## src/rtl/smt_pkg.sv

```systemverilog
package smt_pkg;

    // Field widths of the transfer payloads
    localparam int unsigned ACTION_W = 2;
    localparam int unsigned MEMBER_W = 24;
    localparam int unsigned STATUS_W = 3;
    localparam int unsigned COUNT_W  = 7;

    typedef enum logic [ACTION_W-1:0] {
        ACT_JOIN   = 2'd0,
        ACT_LEAVE  = 2'd1,
        ACT_REMOVE = 2'd2,
        ACT_QUERY  = 2'd3
    } t_action;

    typedef enum logic [STATUS_W-1:0] {
        ST_INSERTED    = 3'd0,
        ST_REACTIVATED = 3'd1,
        ST_ALREADY     = 3'd2,
        ST_FULL        = 3'd3,
        ST_DEACTIVATED = 3'd4,
        ST_NOT_FOUND   = 3'd5,
        ST_REMOVED     = 3'd6,
        ST_FOUND       = 3'd7
    } t_status;

    typedef enum logic {
        S_IDLE,
        S_UPD
    } t_state;

    // Per-cycle command broadcast to every cell of the chain
    typedef struct packed {
        logic cmp;      // compare stored id against incoming key
        logic ins;      // open a gap at the insertion point and drop the key in
        logic rem;      // close the gap left by the matching entry
        logic set_act;  // set the flag of the matching entry
        logic clr_act;  // clear the flag of the matching entry
    } t_cell_ctl;

endpackage

```

## src/rtl/smt_cell.sv

```systemverilog
module smt_cell
    import smt_pkg::*;
#(
    parameter int unsigned ID_BITS = 24
) (
    input  logic               i_clk,
    input  logic               i_rst_n,
    input  t_cell_ctl          i_ctl,
    input  logic [ID_BITS-1:0] i_cmp_key,
    input  logic [ID_BITS-1:0] i_ins_key,
    input  logic               i_occ,
    input  logic [ID_BITS-1:0] i_left_id,
    input  logic               i_left_act,
    input  logic               i_left_lt,
    input  logic [ID_BITS-1:0] i_right_id,
    input  logic               i_right_act,
    output logic [ID_BITS-1:0] o_id,
    output logic               o_act,
    output logic               o_lt,
    output logic               o_eq
);

    logic [ID_BITS-1:0] r_id;
    logic [ID_BITS-1:0] n_id;
    logic               r_act;
    logic               n_act;
    logic               r_lt;
    logic               n_lt;
    logic               r_eq;
    logic               n_eq;

    always_comb begin
        n_id  = r_id;
        n_act = r_act;
        n_lt  = r_lt;
        n_eq  = r_eq;

        if (i_ctl.cmp) begin
            n_lt = i_occ && (r_id < i_cmp_key);
            n_eq = i_occ && (r_id == i_cmp_key);
        end

        // Cells at or above the insertion point shift up by one
        if (i_ctl.ins && !r_lt) begin
            if (i_left_lt) begin
                n_id  = i_ins_key;
                n_act = 1'b1;
            end else begin
                n_id  = i_left_id;
                n_act = i_left_act;
            end
        end

        // Cells at or above the removed entry shift down by one
        if (i_ctl.rem && !r_lt) begin
            n_id  = i_right_id;
            n_act = i_right_act;
        end

        if (i_ctl.set_act && r_eq) begin
            n_act = 1'b1;
        end
        if (i_ctl.clr_act && r_eq) begin
            n_act = 1'b0;
        end
    end

    always_ff @(posedge i_clk) begin
        if (!i_rst_n) begin
            r_act <= 1'b0;
            r_lt  <= 1'b0;
            r_eq  <= 1'b0;
        end else begin
            r_act <= n_act;
            r_lt  <= n_lt;
            r_eq  <= n_eq;
        end
    end

    always_ff @(posedge i_clk) begin
        r_id <= n_id;
    end

    assign o_id  = r_id;
    assign o_act = r_act;
    assign o_lt  = r_lt;
    assign o_eq  = r_eq;

endmodule
```

## config.mk

```make
export PLATFORM = sky130hd
export DESIGN_NAME = smt_cell
export DESIGN_NICKNAME = d
export VERILOG_FILES = /design/src/rtl/smt_pkg.sv /design/src/rtl/smt_cell.sv
export SDC_FILE = /design/constraint.sdc
export NUM_CORES = 1
export LEC_CHECK = 0
export ABC_AREA = 1
export BUFFER_PORTS_ARGS = -buffer_cell sky130_fd_sc_hd__buf_2
export CELL_PAD_IN_SITES_DETAIL_PLACEMENT = 1
export CELL_PAD_IN_SITES_GLOBAL_PLACEMENT = 1
export CORE_MARGIN = 5
export CORE_UTILIZATION = 27
export CTS_BUF_LIST = sky130_fd_sc_hd__clkbuf_8
export DETAILED_ROUTE_END_ITERATION = 16
export PLACE_DENSITY = 0.78
export SYNTH_ARGS = -nofsm -noshare
export SYNTH_HDL_FRONTEND = slang
export SYNTH_SLANG_ARGS = --single-unit
export TNS_END_PERCENT = 5
```

## constraint.sdc

```tcl
create_clock -name i_clk -period 1.9 [get_ports i_clk]
set_clock_uncertainty 0.05 [all_clocks]
set_input_delay 0.19 -clock i_clk [delete_from_list [all_inputs] [get_ports i_clk]]
set_output_delay 0.19 -clock i_clk [all_outputs]
set_load 0.01 [all_outputs]
```

==> results_dict.tcl <==
set metrics [dict create \
    status "finished clean" \
    ant_nets 0 \
    core_mm2 0.00761 \
    powerDensity_mw_per_mm2 592 \
    track_usage_pct 14.0 \
    r2r-start "o_id[15]$_DFFE_PP_" \
    grt_pass1_vias 2426 \
    rows 32 \
    synth_top_area_share_pct 34.8 \
    cpMaxStageDelayCell "edfxtp_1" \
    max_cap_viol_count 0 \
    die_w_um 97.6 \
    final_max_slew_viol_count 0 \
    p_switching_w 0.000566 \
    fmax_mhz 671 \
    syn_inst 267 \
    wl_per_cell_um 13.6 \
    dieHeight_um 97.6 \
    cp-startpoint "o_id[15]$_DFFE_PP_" \
    cts_buffers 3 \
    dieArea_mm2 0.00952 \
    route.vias.total 2213 \
    min_from "i_rst_n" \
    period_share_pct 78.4 \
    setup_viol 0 \
    fillers 1008 \
    n_antenna_cell 0 \
    rsz0062_at_grt "false" \
    io_pins 134 \
    power.share.clock_pct 20.3 \
    seq_power_share_pct 45.0 \
    ys_seq_area_share_pct 37.7 \
    gp_congestion 0.726 \
    p_comb_share_pct 34.7 \
    hold_class "input pin to flop" \
    slew_headroom_pct 72.2 \
    hold_viol_final 0 \
    syn_nets 398 \
    peakVddDrop_mv 0.232 \
    cts_sinks 27 \
    drc 0 \
    cp_top_family "simple AND/OR/NAND/NOR gates" \
    cts.reportedPaths.clkPinSlew_ns 0.11 \
    final_area_mm2 0.00290 \
    routed_wl_mm 6.79 \
    power_w 0.00172 \
    tightestPinTransition_ns 0.416 \
    cts.repair.resized 0 \
    synthAdderAreaFrac_pct 14.5 \
    antenna_found_initial 0 \
    cp_cell_sequence "ha_1 > nand2_2 > nor2_4 > nand4_2 > nor2_2 > nand2_1 > nand3_1 > a21oi_2" \
    cts_setup_buffers 0 \
    internal-power_w 0.00115 \
    dr.first_iter.drc_count 54 \
    yosysWarnings 0 \
    start_util_pct 27.2 \
    cts.htree.levels 1 \
    placed_area_mm2 0.00285 \
    overflow 0 \
    synth_area_mm2 0.00207 \
    cp.arrival_ns 1.63 \
    clockRootBuffer "clkbuf_8" \
    hold_slack_ns 0.0865 \
    drt-pass1-iter-count 4 \
    cts_max_path_buffers 2 \
    grt_max_degree 51 \
    synthMuxAreaShare_pct 0 \
    period_needed_ns 1.49 \
    yosys-top-cells-area "edfxtp_1 (35%), nand2_1 (15%), ha_1 (15%)" \
    synth.distinct_cells 25 \
    critical_path_class "flop to flop" \
    synth_area_per_cell_um2 7.76 \
    clk_latency_ns 0.28 \
    grt_pass1_wl_mm 11.0 \
    numPortBuffers 133 \
    p_sw_share_pct 33.0 \
    final_nets 530 \
    syn2layout_area_growth_pct 39.9 \
    seq_area_um2 781 \
    startpoint_type "flop" \
    hpwl_mm 5.79 \
    path_max_fanout 2 \
    critPathMaxStageDelay_ns 0.41 \
    holdBufCountCts 0 \
    synth_top_area_cell "edfxtp_1" \
    leakage_nw 1.56 \
    timing.setup.tns_ns 0 \
    synth_top_family_by_area "simple AND/OR/NAND/NOR gates" \
    crit_buf_inv 0 \
    via_per_inst 4.43 \
    cp-end-kind "flop" \
    drive_above_1_share_pct 39.7 \
    fin_util_pct 38.1 \
    synth-compound-area-share_pct 11.7 \
    multi_input_area_mm2 0.00109 \
    ys_ff_latch 27 \
    required_ns 2.04 \
    synth-simple-area-share_pct 26.2 \
    cts_tree "done" \
    synth_xor_area_share_pct 0 \
]
through the flow:
| step | setup slack [ns] | std cells |
|---|---|---|
| floorplan | 0.386 | 267 |
| global placement | 0.424 | 496 |
| detailed placement | 0.384 | 496 |
| CTS | 0.366 | 500 |
| global route | 0.279 | 500 |
| finish | 0.410 | 500 |
worst register-to-register path, stage by stage (launching register included):
cell and delay [ns]:
edfxtp_1 0.41, ha_1 0.32, nand2_2 0.08, nor2_4 0.12, nand4_2 0.09, nor2_2 0.13, nand2_1 0.06, nand3_1 0.07
a21oi_2 0.05
cell usage in the layout, fill, tap and decap left out, drive strengths merged:
| cell | instances |
|---|---|
| a31oi | 25 |
| nor3 | 2 |
| a21o | 2 |
| nor2 | 35 |
| a21oi | 8 |
| o211ai | 1 |
| buf | 137 |
| dfxtp | 3 |
| clkinvlp | 1 |
| edfxtp | 24 |
| ha | 24 |
| o21bai | 1 |
| nand2 | 89 |
| o21ai | 1 |
| clkbuf | 3 |
| nand4 | 1 |
| nand3 | 3 |
| inv | 38 |
flip-flops by register name (all words and copies together), names as in the netlist:
register	count
o_id	24
o_act	1
o_eq	1
o_lt	1
metal layers:
metal | vias to the layer above | GRT usage, % | share of wire (%)
met5 | - | 0 | 0
met4 | 0 | 3.19 | 0.43
met3 | 2 | 3.66 | 7.0
met2 | 70 | 26.9 | 55
met1 | 1005 | 15.2 | 38
li1 | 1136 | - | -
power by group through the flow:
stage / Combinational (W) / Sequential [W] / Clock [W]
finish: 0.000594 / 0.000772 / 0.000349
global route: 0.000680 / 0.000781 / 0.000394
CTS: 0.000610 / 0.000774 / 0.000368
detailed placement: 0.000607 / 0.000788 / 0
global placement: 0.000581 / 0.000781 / 0
floorplan: 0.000303 / 0.000817 / 0
logic make-up (layout without fill, tap and decap cells):
group / count (synthesis) / after routing
AO/OA/AOI/OAI: 38 / 38
buffers and inverters: 48 / 179
flip-flops: 27 / 27
adder cells (fa/ha/maj): 24 / 24
AND/OR/NAND/NOR: 130 / 130
synthesized netlist by cell type (all sizes together):
| cell type | n |
|---|---|
| a21o | 2 |
| a21oi | 8 |
| a31oi | 25 |
| buf | 10 |
| dfxtp | 3 |
| edfxtp | 24 |
| ha | 24 |
| inv | 38 |
| nand2 | 89 |
| nand3 | 3 |
| nand4 | 1 |
| nor2 | 35 |
| nor3 | 2 |
| o211ai | 1 |
| o21ai | 1 |
| o21bai | 1 |
cell type report:
| class | instances | share of cell area, % |
|---|---|---|
| Tap cell | 102 | 4.41 |
| Clock buffer | 3 | 1.43 |
| Inverter | 38 | 4.92 |
| Clock inverter | 1 | 0.259 |
| Timing Repair Buffer | 137 | 24.4 |
| Multi-Input combinational cell | 192 | 37.6 |
| Sequential cell | 27 | 27.0 |
path summary, 6_finish.rpt:
kind / endpoint / slack (ns) / cells past startpoint
hold / removal: o_act$_SDFFE_PP0P_ / 0.09 / 3
setup / recovery: o_lt$_SDFFE_PN0P_ / 0.41 / 8
setup reg to reg: o_lt$_SDFFE_PN0P_ / 0.41 / 8
hold reg to reg: o_act$_SDFFE_PP0P_ / 0.46 / 2
(Power assumes the default switching activity.)
